==> config.mk <==
export PLATFORM = sky130hd
export DESIGN_NAME = sacl_mem
export DESIGN_NICKNAME = d
export VERILOG_FILES = /design/src/hw/rtl/sacl_mem.sv
export SDC_FILE = /design/constraint.sdc
export NUM_CORES = 1
export LEC_CHECK = 0
export BUFFER_PORTS_ARGS = -buffer_cell sky130_fd_sc_hd__buf_2
export CAP_MARGIN = 20
export CORE_ASPECT_RATIO = 1.4
export CORE_MARGIN = 1.5
export CORE_UTILIZATION = 41
export CTS_BUF_LIST = sky130_fd_sc_hd__clkbuf_16
export DETAILED_ROUTE_END_ITERATION = 10
export SYNTH_ARGS = -nofsm -noshare
export SYNTH_HDL_FRONTEND = slang
export SYNTH_SLANG_ARGS = --single-unit
==> constraint.sdc <==
create_clock -name clk -period 2.9 [get_ports clk]
set_input_delay 0.58 -clock clk [delete_from_list [all_inputs] [get_ports clk]]
set_output_delay 0.58 -clock clk [all_outputs]
set_load 0.02 [all_outputs]
==> src/hw/rtl/sacl_mem.sv <==
// ----------------------------------------------------------------------------
// sacl_mem
// Set row memory: one read and one write port, registered read data with
// write-to-read forwarding, and a clearing pass after reset.
// ----------------------------------------------------------------------------
`default_nettype none

module sacl_mem #(
  parameter int DATA_W = 8,
  parameter int IDX_W  = 6
) (
  input  wire logic              clk,
  input  wire logic              rst_n,
  input  wire logic              rd_en,
  input  wire logic [IDX_W-1:0]  rd_idx,
  output logic      [DATA_W-1:0] rd_data,
  input  wire logic              wr_en,
  input  wire logic [IDX_W-1:0]  wr_idx,
  input  wire logic [DATA_W-1:0] wr_data,
  output logic                   ready
);

  localparam int Depth = 2 ** IDX_W;

  logic [DATA_W-1:0] mem [Depth];
  logic [DATA_W-1:0] rd_data_r;
  logic [IDX_W:0]    clr_cnt_r;
  logic              w_en;
  logic [IDX_W-1:0]  w_idx;
  logic [DATA_W-1:0] w_data;

  assign ready  = clr_cnt_r[IDX_W];
  assign w_en   = !ready || wr_en;
  assign w_idx  = ready ? wr_idx : clr_cnt_r[IDX_W-1:0];
  assign w_data = ready ? wr_data : '0;

  always_ff @(posedge clk) begin
    if (!rst_n) begin
      clr_cnt_r <= '0;
    end else if (!ready) begin
      clr_cnt_r <= clr_cnt_r + (IDX_W+1)'(1);
    end
  end

  always_ff @(posedge clk) begin
    if (w_en) begin
      mem[w_idx] <= w_data;
    end
    if (rd_en) begin
      rd_data_r <= (w_en && (w_idx == rd_idx)) ? w_data : mem[rd_idx];
    end
  end

  assign rd_data = rd_data_r;

endmodule

`default_nettype wire

; Word level (Yosys, flattened, before mapping)
; Memories as Yosys holds them, arrays and structs flattened. A register that Yosys moved wholly into a read port is not among the register bits.
; Index checks and enable logic that the tools add are counted.
[word_totals]
regBits = 7
latch_bits = 0
ramBits = 512
rom_bits = 0
out_inout_bits = 9
wordCells = 11
n_memories = 1
[op_classes]
n_addsub = 1
mul = 0
n_div = 0
order_cmp = 0
n_eq_ne = 0
shifts = 0
mux = 5
bitwise_logic = 0
n_reduce_logical = 2
[mem_list]
columns = memory, words, width, rd, rd_clocked_by_memory_dff, write_ports, line
row1 = mem, 64, 8, 1, 1, 1, 25  ; logic [DATA_W-1:0] mem [Depth];
[op_table]
columns = op, n
row1 = $mux 8, 1
row2 = $add 7x1->7 const B, 1
row3 = $mux 7, 1
row4 = $mux 6, 1
row5 = $mux 1, 2
row6 = $logic_not 1->1, 1
row7 = $logic_or 1x1->1, 1

; Logic depth before layout (Yosys ltp)
[logic_depth]
ltp_word = 4
depth_mapped = 10
depth_no_buf = 6

; Least setup slack after synthesis
; No wires, ideal clock.
[synth_timing]
kind = input -> register
start = input rd_idx[2]
end = register rd_data_r[1], in the netlist rd_data[1], read port of mem, data pin
setup_time_ns = 0.261
t_arrival_ns = 2.423
t_required_ns = 2.639
setup_slack_ns = 0.216
cell_stages = 9
n_path_buf = 3
path_cell_list = buf_4 buf_2 buf_1 mux4_2 mux4_2 mux2i_1 nand2_1 o21ai_1 a21oi_1
[synth_rtl]
columns = item, line
row1 = start: declaration, 15  ; input wire logic [IDX_W-1:0] rd_idx,
row2 = end: declaration, 26  ; logic [DATA_W-1:0] rd_data_r;

; Worst setup path after layout
[layout_timing]
start = register clr_cnt_r[6]
end = memory mem[31][2], enable pin
[layout_via]
elab_chain_cells = 4
word_cells_on_any_way = 5
classes_between = mux: 3 / reduce/logical: 2
[layout_lines]
columns = item, line
row1 = start: declaration, 27  ; logic [IDX_W:0] clr_cnt_r;
row2 = start signal: assignment, 41  ; clr_cnt_r <= clr_cnt_r + (IDX_W+1)'(1);
row3 = $logic_not 1->1, n/a
row4 = $logic_or 1x1->1, 33  ; assign w_en = !ready || wr_en;
row5 = $mux 1, 46  ; if (w_en) begin
row6 = $mux 1 (not written as such), 47  ; mem[w_idx] <= w_data;
row7 = end: declaration, 25
; Several ways; a longest one is shown, not always the timed one.

==> impl_metrics.tcl <==
set metrics [dict create \
    route.detailed.wl_per_inst_um 28.96 \
    antenna_found_initial 0 \
    layout.nets 1234 \
    holdCritPathClass "input port to flip-flop" \
    post-route-drc-count 0 \
    finalSetupTns_ns 0 \
    worstSetupPathType "flip-flop to flip-flop" \
    chipWidth_um 194.2 \
    floorplan.core_area_mm2 0.05037 \
    cts_made_buffers 47 \
    cts_tree "yes" \
    cts-resized-gates 0 \
    clock_latency_ns 0.57 \
    slew_violations 0 \
    place.detailed.instances 1803 \
    maxSlewHeadroom 0.3618 \
    synthArstFlopShare 0 \
    fp.dieArea_mm2 0.05259 \
    grt_first_pass_wirelength_um 78940 \
    final_min_period_over_clock_period 0.9298 \
    maximum_vdd_drop_v 0.0003917 \
    cts_sinks 527 \
    timing.clock.skew_ns 0.01708 \
    worstPathRequired_ns 3.17 \
    finalInstanceArea_mm2 0.02448 \
    clk_pin_slew_worst_paths_ns 0.06 \
    grt_setup_unrepaired "no" \
    grt_use_total 0.2116 \
    power.total_mw 15.28 \
    final.hold.worst_slack_ns 0.2983 \
    worstPathArrival_ns 2.97 \
    cts.root.buffer_cell "sky130_fd_sc_hd__clkbuf_16" \
    floorplan.rows 97 \
    postRouteWirelength_um 54710 \
    io_buffer_count 32 \
    mappedNetlistArea_mm2 0.02099 \
    layout-area-overhead-vs-synth_pct 16.60 \
    hpwlAfterDp_um 37510 \
    utilization_after_layout 0.4860 \
    worstMarginPinSlew_ns 0.9574 \
    synthesis.nets 1063 \
    static-leakage-power_nw 7.660 \
    synth-edff-count 520 \
    synth_top_area_frac 0.7438 \
    max-clock-path-buffers 3 \
    layout_min_cycle_time_ns 2.696 \
    cts-htree-levels 2 \
    yosysMostFrequentCell "sky130_fd_sc_hd__edfxtp_1" \
    status "finished, final reports clean" \
    die_h_um 270.7 \
    dp_slack_ns -0.08582 \
    initial_core_util 0.4168 \
    synth.avg_cell_area_um2 20.23 \
    final-hold-violation-count 0 \
    layout-drive-gt1-share 0.3226 \
    pin_count 33 \
    maxClockFrequency_mhz 370.9 \
    maximum_number_of_pins_on_one_net_before_global_route_repair 43 \
    powerDensity_mw_per_mm2 624.4 \
    vias_per_cell 5.681 \
    post-route-worst-setup-slack_ns 0.2035 \
    post-cts-setup-buffer-count 0 \
    yosys_register_bits 527 \
    synth_area_leaders "sky130_fd_sc_hd__edfxtp_1 74%, sky130_fd_sc_hd__mux4_2 13%, sky130_fd_sc_hd__mux2i_1 2.7%, sky130_fd_sc_hd__nor2_1 1.4%, sky130_fd_sc_hd__mux2_2 0.97%" \
    flip_flop_cell_with_the_highest_count_after_synthesis "sky130_fd_sc_hd__edfxtp_1" \
    first_global_vias 11321 \
    ctsHoldBuffers 0 \
    antenna_cells_inserted 0 \
    num_vias 10731 \
    ys_seq_area_frac 0.7505 \
    synth.cells.most_frequent "520 x sky130_fd_sc_hd__edfxtp_1, 122 x sky130_fd_sc_hd__mux4_2, 81 x sky130_fd_sc_hd__nor2_1" \
    netlist.top_cell.by_area "sky130_fd_sc_hd__edfxtp_1" \
    cap_viol_max_count 0 \
    gp_congestion 0.8498 \
    worstSetupEndpointType "flip-flop" \
    setup_viol_count_final 0 \
    detailedRoute.firstPassIterationCount 5 \
    synth_cell_type_count 49 \
    synthesis.instances 1038 \
    instances_no_fill 1889 \
    total_congestion_overflow_after_global_routing 0 \
    final_antenna_net_count 0 \
    placement.cell_area_mm2 0.02292 \
    cp_max_fo 25 \
    critPathLaunchType "flip-flop" \
    number_of_fillers_in_the_final_layout 4085 \
    detail_route.iter0.violations 943 \
    synth.yosys.warnings 0 \
]
cell usage in the layout (no fill, tap or decap), types with 3 or more instances in the layout:
cell type	synthesis	layout
sky130_fd_sc_hd__nand4_1	3	3
sky130_fd_sc_hd__xnor2_1	7	7
sky130_fd_sc_hd__mux2i_1	56	56
sky130_fd_sc_hd__and2_2	0	8
sky130_fd_sc_hd__bufinv_16	0	6
sky130_fd_sc_hd__dfxtp_1	7	7
sky130_fd_sc_hd__mux4_2	122	122
sky130_fd_sc_hd__inv_1	3	5
sky130_fd_sc_hd__nand3_1	20	20
sky130_fd_sc_hd__o21ai_1	8	8
sky130_fd_sc_hd__buf_2	17	29
sky130_fd_sc_hd__o22ai_1	7	7
sky130_fd_sc_hd__xor2_1	3	3
sky130_fd_sc_hd__clkbuf_16	0	48
sky130_fd_sc_hd__nor3_1	5	5
sky130_fd_sc_hd__edfxtp_1	520	520
sky130_fd_sc_hd__a21oi_1	9	9
sky130_fd_sc_hd__and2_1	13	5
sky130_fd_sc_hd__clkinv_2	0	14
sky130_fd_sc_hd__buf_4	12	135
sky130_fd_sc_hd__buf_12	0	14
sky130_fd_sc_hd__nor2_1	81	81
sky130_fd_sc_hd__a221oi_1	4	4
sky130_fd_sc_hd__nand2_1	31	31
sky130_fd_sc_hd__a22oi_1	15	15
sky130_fd_sc_hd__nor2b_1	9	9
sky130_fd_sc_hd__nand2b_1	10	10
sky130_fd_sc_hd__clkinv_1	0	10
sky130_fd_sc_hd__mux2_2	18	18
routing by layer:
| layer | global-route usage | wire length [um] |
|---|---|---|
| met2 | 0.3978 | 30080 |
| met1 | 0.2392 | 19610 |
| met4 | 0.09046 | 2384 |
| met3 | 0.02817 | 2630 |
| met5 | 0 | 0 |
cell families (layout without fill, tap and decap cells):
group | after synthesis | after routing | synth area share
muxes | 197 | 197 | 0.1678
DFF | 527 | 527 | 0.7505
AOI/OAI and AO/OA | 65 | 65 | 0.02199
adders and majority gates | 1 | 1 | 0.0005959
xor gates and xnor gates | 10 | 10 | 0.004172
and+or+nand+nor | 177 | 177 | 0.03802
buffers and inverters | 61 | 269 | 0.01699
flip-flops by register name, summed over array words and instances, names as in the netlist:
register,flops
clr_cnt_r,7
mem,512
rd_data,8
worst max-delay path: stages, from the launching register on:
cell and delay (ns):
sky130_fd_sc_hd__dfxtp_1 0.33, sky130_fd_sc_hd__buf_4 0.25, sky130_fd_sc_hd__mux2i_1 0.53, sky130_fd_sc_hd__nand2_1 0.45, sky130_fd_sc_hd__nor2_1 0.57, sky130_fd_sc_hd__buf_4 0.27
final timing paths:
path / endpoint / startpoint / cells after the start / slack (ns)
max: mem[31][2] / clr_cnt_r[6] / 5 / 0.20
min: clr_cnt_r[6] / rst_n / 2 / 0.30
max reg2reg: mem[31][2] / clr_cnt_r[6] / 5 / 0.20
min reg2reg: clr_cnt_r[5] / clr_cnt_r[5] / 2 / 0.54
layout make-up:
type                    instances  area [um^2]  area share
repair buffers                180         1461     0.05970
inverters                       3        11.26   0.0004600
clock inverters                38        352.8     0.01441
multi-input cells             450         4892      0.1999
clock buffers                  48         1201     0.04907
well taps                     643        804.5     0.03287
flip-flops and latches        527        15760      0.6436
power breakdown:
group / switching, mW / total, mW / internal (mW)
combinational: 0.375 / 0.661 / 0.286
clock: 2.74 / 6.30 / 3.56
sequential: 0.0225 / 8.32 / 8.30
total: 3.14 / 15.3 / 12.1
Note: power is estimated with default switching activity, not from simulation.
