File: config.mk
export PLATFORM = sky130hd
export DESIGN_NAME = sacl_update
export DESIGN_NICKNAME = d
export VERILOG_FILES = /design/src/hw/rtl/sacl_pkg.sv /design/src/hw/rtl/sacl_update.sv
export SDC_FILE = /design/constraint.sdc
export NUM_CORES = 1
export LEC_CHECK = 0
export BUFFER_PORTS_ARGS = -buffer_cell sky130_fd_sc_hd__buf_2
export CAP_MARGIN = 30
export CELL_PAD_IN_SITES_DETAIL_PLACEMENT = 1
export CELL_PAD_IN_SITES_GLOBAL_PLACEMENT = 1
export CORE_AREA = 10 10 437 439
export DETAILED_ROUTE_END_ITERATION = 10
export DIE_AREA = 0 0 447 449
export GPL_ROUTABILITY_DRIVEN = 1
export PLACE_DENSITY = 0.38
export SYNTH_ARGS = -nofsm -noshare
export SYNTH_HDL_FRONTEND = slang
export SYNTH_SLANG_ARGS = --single-unit
export TNS_END_PERCENT = 10
File: constraint.sdc
create_clock -name vclk -period 15.7
set_clock_uncertainty 0.1 [all_clocks]
set_input_delay 3.14 -clock vclk [all_inputs]
set_output_delay 3.14 -clock vclk [all_outputs]
set_load 0.02 [all_outputs]
File: src/hw/rtl/sacl_pkg.sv
// ----------------------------------------------------------------------------
// sacl_pkg
// Shared types, codes and defaults for the set-associative LRU cache model.
// ----------------------------------------------------------------------------
`default_nettype none

package sacl_pkg;

  localparam int MaxSetBitsDef = 6;
  localparam int MaxWaysDef    = 8;
  localparam int AddrWidthDef  = 64;

  localparam int CfgIdxW  = 2;
  localparam int CfgDataW = 5;

  localparam logic [4:0] BlockBitsMax = 5'd16;

  localparam logic [2:0] SetBitsRst   = 3'd4;
  localparam logic [3:0] WaysInUseRst = 4'd1;
  localparam logic [4:0] BlockBitsRst = 5'd4;

  localparam logic [CfgIdxW-1:0] CFG_SET_BITS   = 2'd0;
  localparam logic [CfgIdxW-1:0] CFG_WAYS       = 2'd1;
  localparam logic [CfgIdxW-1:0] CFG_BLOCK_BITS = 2'd2;

  localparam logic [1:0] CMD_LOAD   = 2'd0;
  localparam logic [1:0] CMD_STORE  = 2'd1;
  localparam logic [1:0] CMD_MODIFY = 2'd2;
  localparam logic [1:0] CMD_IFETCH = 2'd3;

  localparam logic [1:0] OUT_HIT        = 2'd0;
  localparam logic [1:0] OUT_MISS_FILL  = 2'd1;
  localparam logic [1:0] OUT_MISS_EVICT = 2'd2;

  typedef struct packed {
    logic [1:0]  command;
    logic [63:0] address;
  } in_t;

  typedef struct packed {
    logic [1:0]  outcome;
    logic        second_hit;
    logic [31:0] hit_total;
    logic [31:0] miss_total;
    logic [31:0] evict_total;
  } out_t;

  typedef struct packed {
    logic       hit;
    logic       evict;
    logic [1:0] outcome;
  } acc_stat_t;

  typedef enum logic [1:0] {
    ST_CLEAR,
    ST_IDLE,
    ST_ACCESS
  } state_t;

endpackage

`default_nettype wire

File: src/hw/rtl/sacl_update.sv
// ----------------------------------------------------------------------------
// sacl_update
// Lookup and LRU update of one set row: hit search, free way search,
// victim choice and rank aging.
// ----------------------------------------------------------------------------
`default_nettype none

module sacl_update #(
  parameter int MAX_WAYS   = 8,
  parameter int ADDR_WIDTH = 64,
  parameter int RANK_W     = 3,
  parameter int WAYS_W     = 4
) (
  input  wire logic [MAX_WAYS-1:0]                 vld_i,
  input  wire logic [MAX_WAYS-1:0][ADDR_WIDTH-1:0] tag_i,
  input  wire logic [MAX_WAYS-1:0][RANK_W-1:0]     rank_i,
  input  wire logic [ADDR_WIDTH-1:0]               tag,
  input  wire logic [WAYS_W-1:0]                   ways,
  output logic      [MAX_WAYS-1:0]                 vld_o,
  output logic      [MAX_WAYS-1:0][ADDR_WIDTH-1:0] tag_o,
  output logic      [MAX_WAYS-1:0][RANK_W-1:0]     rank_o,
  output sacl_pkg::acc_stat_t                      stat
);

  localparam logic [RANK_W-1:0] RankMax = RANK_W'(MAX_WAYS - 1);

  logic [MAX_WAYS-1:0] in_use;
  logic [MAX_WAYS-1:0] hit_vec;
  logic [MAX_WAYS-1:0] free_vec;
  logic                hit;
  logic                free_any;
  logic [RANK_W-1:0]   hit_way;
  logic [RANK_W-1:0]   free_way;
  logic [RANK_W-1:0]   victim;
  logic [RANK_W-1:0]   best;
  logic [RANK_W-1:0]   way_sel;
  logic [RANK_W-1:0]   old_rank;

  always_comb begin
    for (int j = 0; j < MAX_WAYS; j++) begin
      in_use[j]   = (j < int'(ways));
      hit_vec[j]  = in_use[j] && vld_i[j] && (tag_i[j] == tag);
      free_vec[j] = in_use[j] && !vld_i[j];
    end
    hit      = |hit_vec;
    free_any = |free_vec;

    hit_way  = '0;
    free_way = '0;
    for (int j = MAX_WAYS - 1; j >= 0; j--) begin
      if (hit_vec[j]) begin
        hit_way = RANK_W'(j);
      end
      if (free_vec[j]) begin
        free_way = RANK_W'(j);
      end
    end

    victim = '0;
    best   = rank_i[0];
    for (int j = 1; j < MAX_WAYS; j++) begin
      if (in_use[j] && (rank_i[j] > best)) begin
        best   = rank_i[j];
        victim = RANK_W'(j);
      end
    end

    way_sel  = hit ? hit_way : (free_any ? free_way : victim);
    old_rank = rank_i[hit_way];
  end

  always_comb begin
    vld_o  = vld_i;
    tag_o  = tag_i;
    rank_o = rank_i;
    for (int j = 0; j < MAX_WAYS; j++) begin
      if (RANK_W'(j) == way_sel) begin
        rank_o[j] = '0;
        if (!hit) begin
          vld_o[j] = 1'b1;
          tag_o[j] = tag;
        end
      end else if (in_use[j] && vld_i[j] && (!hit || (rank_i[j] < old_rank)) &&
                   (rank_i[j] < RankMax)) begin
        rank_o[j] = rank_i[j] + RANK_W'(1);
      end
    end
  end

  always_comb begin
    stat.hit   = hit;
    stat.evict = !hit && !free_any;
    if (hit) begin
      stat.outcome = sacl_pkg::OUT_HIT;
    end else if (free_any) begin
      stat.outcome = sacl_pkg::OUT_MISS_FILL;
    end else begin
      stat.outcome = sacl_pkg::OUT_MISS_EVICT;
    end
  end

endmodule

`default_nettype wire

# Word level (Yosys, flattened, before mapping)
# Index checks and enable logic that the tools add are counted.
# classes
add_sub_neg	8
magnitude_cmp	32
eq_ne	15
n_mux	83
n_reduce_logical	69
# ops
op	n
2-to-1 mux 64 bit	16
== test 64 bit	8
2-to-1 mux 3 bit	47
logical AND 1 bit	48
adder 3 x 1 -> 3 bit (second input constant)	8
< comparator 3 bit	8
< comparator 3 bit (second input constant)	8
greater-than comparator 3 bit	7
2-to-1 mux 1 bit	17
< comparator 3 x 4 -> 1 bit (first input constant)	4
OR reduction 8 bit	2
== test 3 bit (first input constant)	4
logical NOT 1 bit	10
binary-select mux 3 bit (select 3 bit)	1
logical OR 1 bit	8
< comparator 1 x 4 -> 1 bit (first input constant)	2
< comparator 2 x 4 -> 1 bit (first input constant)	2
== test 2 x 3 -> 1 bit (first input constant)	2
< comparator 3 x 4 -> 1 bit (second input constant)	1
2-to-1 mux 2 bit	2
== test 1 x 3 -> 1 bit (first input constant)	1
logical NOT 3 bit	1
# totals
ff_bits	0
inputBits	612
out_inout_bits	548
word_cells	207

# Depth between registers and ports, before layout
# depth
depth_word	25
ltp_mapped	52
depth_no_buf	50

# Worst setup path after synthesis
# OpenSTA, ideal clock, no wires.
# synth_timing
kind	input to output
start	in rank_i[2] in the netlist's numbering
end	out tag_o[452] in the netlist's numbering
arrival_ps	13560
required_time_ps	12460
slack_ps	-1100
path_stages	50
path_buffers	3
cell_sequence	clkbuf_1 > inv_1 > ha_1 > a31oi_2 > o21ai_2 > o21ai_0 > ha_1 > or3_1 > o311ai_1 > a21oi_1 > nor2_1 > mux2_2 > ha_1 > nor2_1 > a221oi_1 > or4_1 > nand2_1 > mux2_2 > [14 not listed] > inv_1 > a21o_1 > a21oi_1 > a311oi_1 > inv_1 > mux2_2 > ha_1 > o21ai_0 > nand2b_1 > a31o_2 > nor2_1 > o2111a_1 > nor2_1 > and3_1 > and2_1 > buf_4 > buf_6 > mux2_1
# synth_lines
element	line	text
start: declaration	sacl_update.sv:16	input wire logic [MAX_WAYS-1:0][RANK_W-1:0] rank_i,
end: declaration	sacl_update.sv:20	output logic [MAX_WAYS-1:0][ADDR_WIDTH-1:0] tag_o,

==> results by group <==
Route
  • Via density: between 4 and 5
  • Post-route ant nets: 0
  • Drt first pass iters: 6
  • Avg WL per Cell: 44.8 microns
  • Top Metal Used: met5
  • DR vias: 25,200
  • DRC Markers: 0
  • Met3 wire length: 20.5 mm
  • 1st-iter DRT viols: between 2,000 and 3,000
  • Met2 wire length: 119 mm
  • WL final: 258 mm
  • M1 WL: 110 mm

Run status
  • Failing checks: setup timing
  • Outcome: finished with violations

Floorplanning
  • Rows: between 150 and 200
  • Core area: approximately 180,000 sq um
  • Die Width: around 450 microns
  • Io pins: 1,160
  • Die Footprint: 201,000 sq um
  • Initial Util: 0.0926
  • Die Span Y: approximately 450 microns

Logic synthesis
  • Sequential element share of the synthesized area: 0
  • Synth Warn #: 0
  • Post-Syn Area per Cell: 8.15 sq um
  • Count leader, synth: mux2_2
  • Mapped cell area: roughly 17,000 sq um
  • Post-synth top cells: mux2_2, xnor2_1, nand4_1
  • Share of the synthesized area in the top cell type: 0.309
  • Synth Instances: roughly 2,100
  • Synth area leader: mux2_2
  • Post-synth cell types: 91
  • Post-Syn Nets: 2,722
  • Synth area leaders: mux2_2, xnor2_1, xor2_1

Pwr
  • Pwr/cell area: 48.8 nW/um^2
  • Maximum vdd drop: 0.0260 mV
  • Clock group share of total power: 0
  • Power Internal: 0.000565 W
  • Final Power: about 0.0015 W
  • Sequential power share: 0
  • Switching Share: 0.622
  • Psw: a little over 0.0009 W
  • Combinational power share: 1.000
  • Static Leak: 12.9 nW

Clock tree
  • Hold_buf cts: 0

Setup path
  • CP required: 12.46 ns
  • Crit path launch type: primary input
  • Setup crit end kind: output pin
  • Crit path DAT: 13.12 ns
  • Critical path peak fanout: 16
  • Critical Path Max Stage Delay: 0.52 ns
  • Critical path class: primary input to output pin
  • Slowest library cell on the worst path: or4_4

Flow run
  • Max_cap viols: 0

GRT
  • Pin count of the biggest net entering global routing: 33
  • Vias in the first global route: 25,200
  • First-pass GRT wire length: 311 mm
  • Grt ovf: 0
  • Total Routing Usage GR: 0.239
  • Initial antenna violation count: 137

Final layout
  • Area growth, synth to finish: 81.3%
  • Fin util: 0.168
  • Layout cells sized above 1: 0.620
  • Final instance area: 30,600 sq um
  • Fillers: 21,800
  • Multi-input gate area: 16,800 sq um
  • Storage element area: 0 sq um
  • Clk_buf instances: 0
  • FFs & Latches: 0
  • Final nets: 3,960

Timing
  • Worst Tran Pin Value: 1.13 ns
  • RSZ-0062 raised after global routing: true
  • Fin. max-slew vios: 0
  • Rel. slew slack: 0.242
  • Fin. Hold Viols: 0
  • Fin crit share: 1.04
  • Setup TNS: -271.42 ns
  • Setup violation total in the final timing report: 542
  • Final min period: 16.36 ns
  • FMAX: 61.1 MHz
  • Fin worst setup slack: -0.665 ns

Placement
  • Cell Area, Placed: approximately 27,000 sq um
  • Dpl ws: -0.853 ns
  • DP HPWL: 226 mm
  • Buffers on Ports: ~1,200
  • Global placement routability congestion: 0.939

Hold path
  • HP Class: primary input to output pin
[power groups by stage]
stage                      clock, W  combinational [W]  sequential [W]
floorplan                         0           0.000623               0
global placement                  0            0.00131               0
detailed placement                0            0.00131               0
CTS                               0            0.00138               0
global route         0.000000000318            0.00154               0
finish              0.0000000000394            0.00150               0
[final timing paths]
path / startpoint / to / depth (start not counted)
max: rank_i[1] / tag_o[140] / 54
min: tag_i[350] / tag_o[350] / 3
[worst max-delay path, delay by kind of cell]
kind                     cells  cell delay, ns
adder cells (fa/ha/maj)      8            2.20
AND/OR/NAND/NOR             16            2.72
buffers and inverters        6            0.87
AO/OA/AOI/OAI               17            2.25
multiplexers                 7            1.92
[kinds of logic (layout without fill, tap and decap cells)]
logic type / count (synthesis) / in the layout / share of synthesized area
buffers and inverters: 237 / 1473 / 0.0740
AOI/OAI and AO/OA: 183 / 183 / 0.0837
and+or+nand+nor: 581 / 581 / 0.200
muxes: 531 / 531 / 0.353
adders and majority gates: 39 / 39 / 0.0286
xor gates and xnor gates: 502 / 502 / 0.260
other: 0 / 60 / 0
[what timing repair did]
action,in CTS,in global routing
pin swaps,19,30
setup buffers,29,17
endpoints found under the setup margin,544,544
cloned,8,10
resized for setup,327,403
[placed cells by master, fill, tap and decap left out, types with 7 or more instances in the layout]
master | netlist | final
mux2_4 | 1 | 161
mux2i_1 | 17 | 13
mux2_1 | 50 | 7
and3_1 | 8 | 7
or4_1 | 9 | 8
nor2_1 | 54 | 48
and2_1 | 15 | 10
nor4_1 | 95 | 93
ha_4 | 0 | 7
buf_12 | 0 | 47
buf_2 | 112 | 871
nor3_1 | 35 | 30
nand4_1 | 166 | 166
a31oi_1 | 9 | 8
ha_1 | 37 | 30
nand3_1 | 28 | 27
nand2b_1 | 30 | 27
buf_4 | 18 | 242
diode_2 | 0 | 60
buf_16 | 0 | 10
o21ai_0 | 24 | 19
a21oi_1 | 32 | 28
xnor2_1 | 342 | 342
xor2_1 | 160 | 160
nand2_1 | 73 | 65
nor2b_1 | 14 | 11
a211oi_1 | 16 | 12
mux2_2 | 463 | 346
buf_6 | 20 | 254
inv_1 | 34 | 30
o211ai_1 | 7 | 7
nor4b_1 | 8 | 8
clkbuf_16 | 0 | 9
o22ai_1 | 10 | 10
[per-stage QoR]
stage / hold WS (ns) / cells
final: 6.53 / 5754
after global routing: 6.54 / 5731
after CTS: 6.54 / 5668
after detailed placement: 6.56 / 5631
after global placement: 6.55 / 5626
after floorplan: 6.31 / 2073
[area by class of cell]
type                       instances  share of cell area
tap                             2385              0.0975
timing repair buffer            1439               0.345
inverter                          34             0.00433
multi-input combinational       1836               0.548
antenna                           60             0.00490
[layer usage]
metal	global-route usage	up-vias
li1	-	10200
met1	0.311	13000
met2	0.394	1627
met3	0.0553	347
met4	0.0602	20
met5	0	-
(Power assumes the default switching activity.)
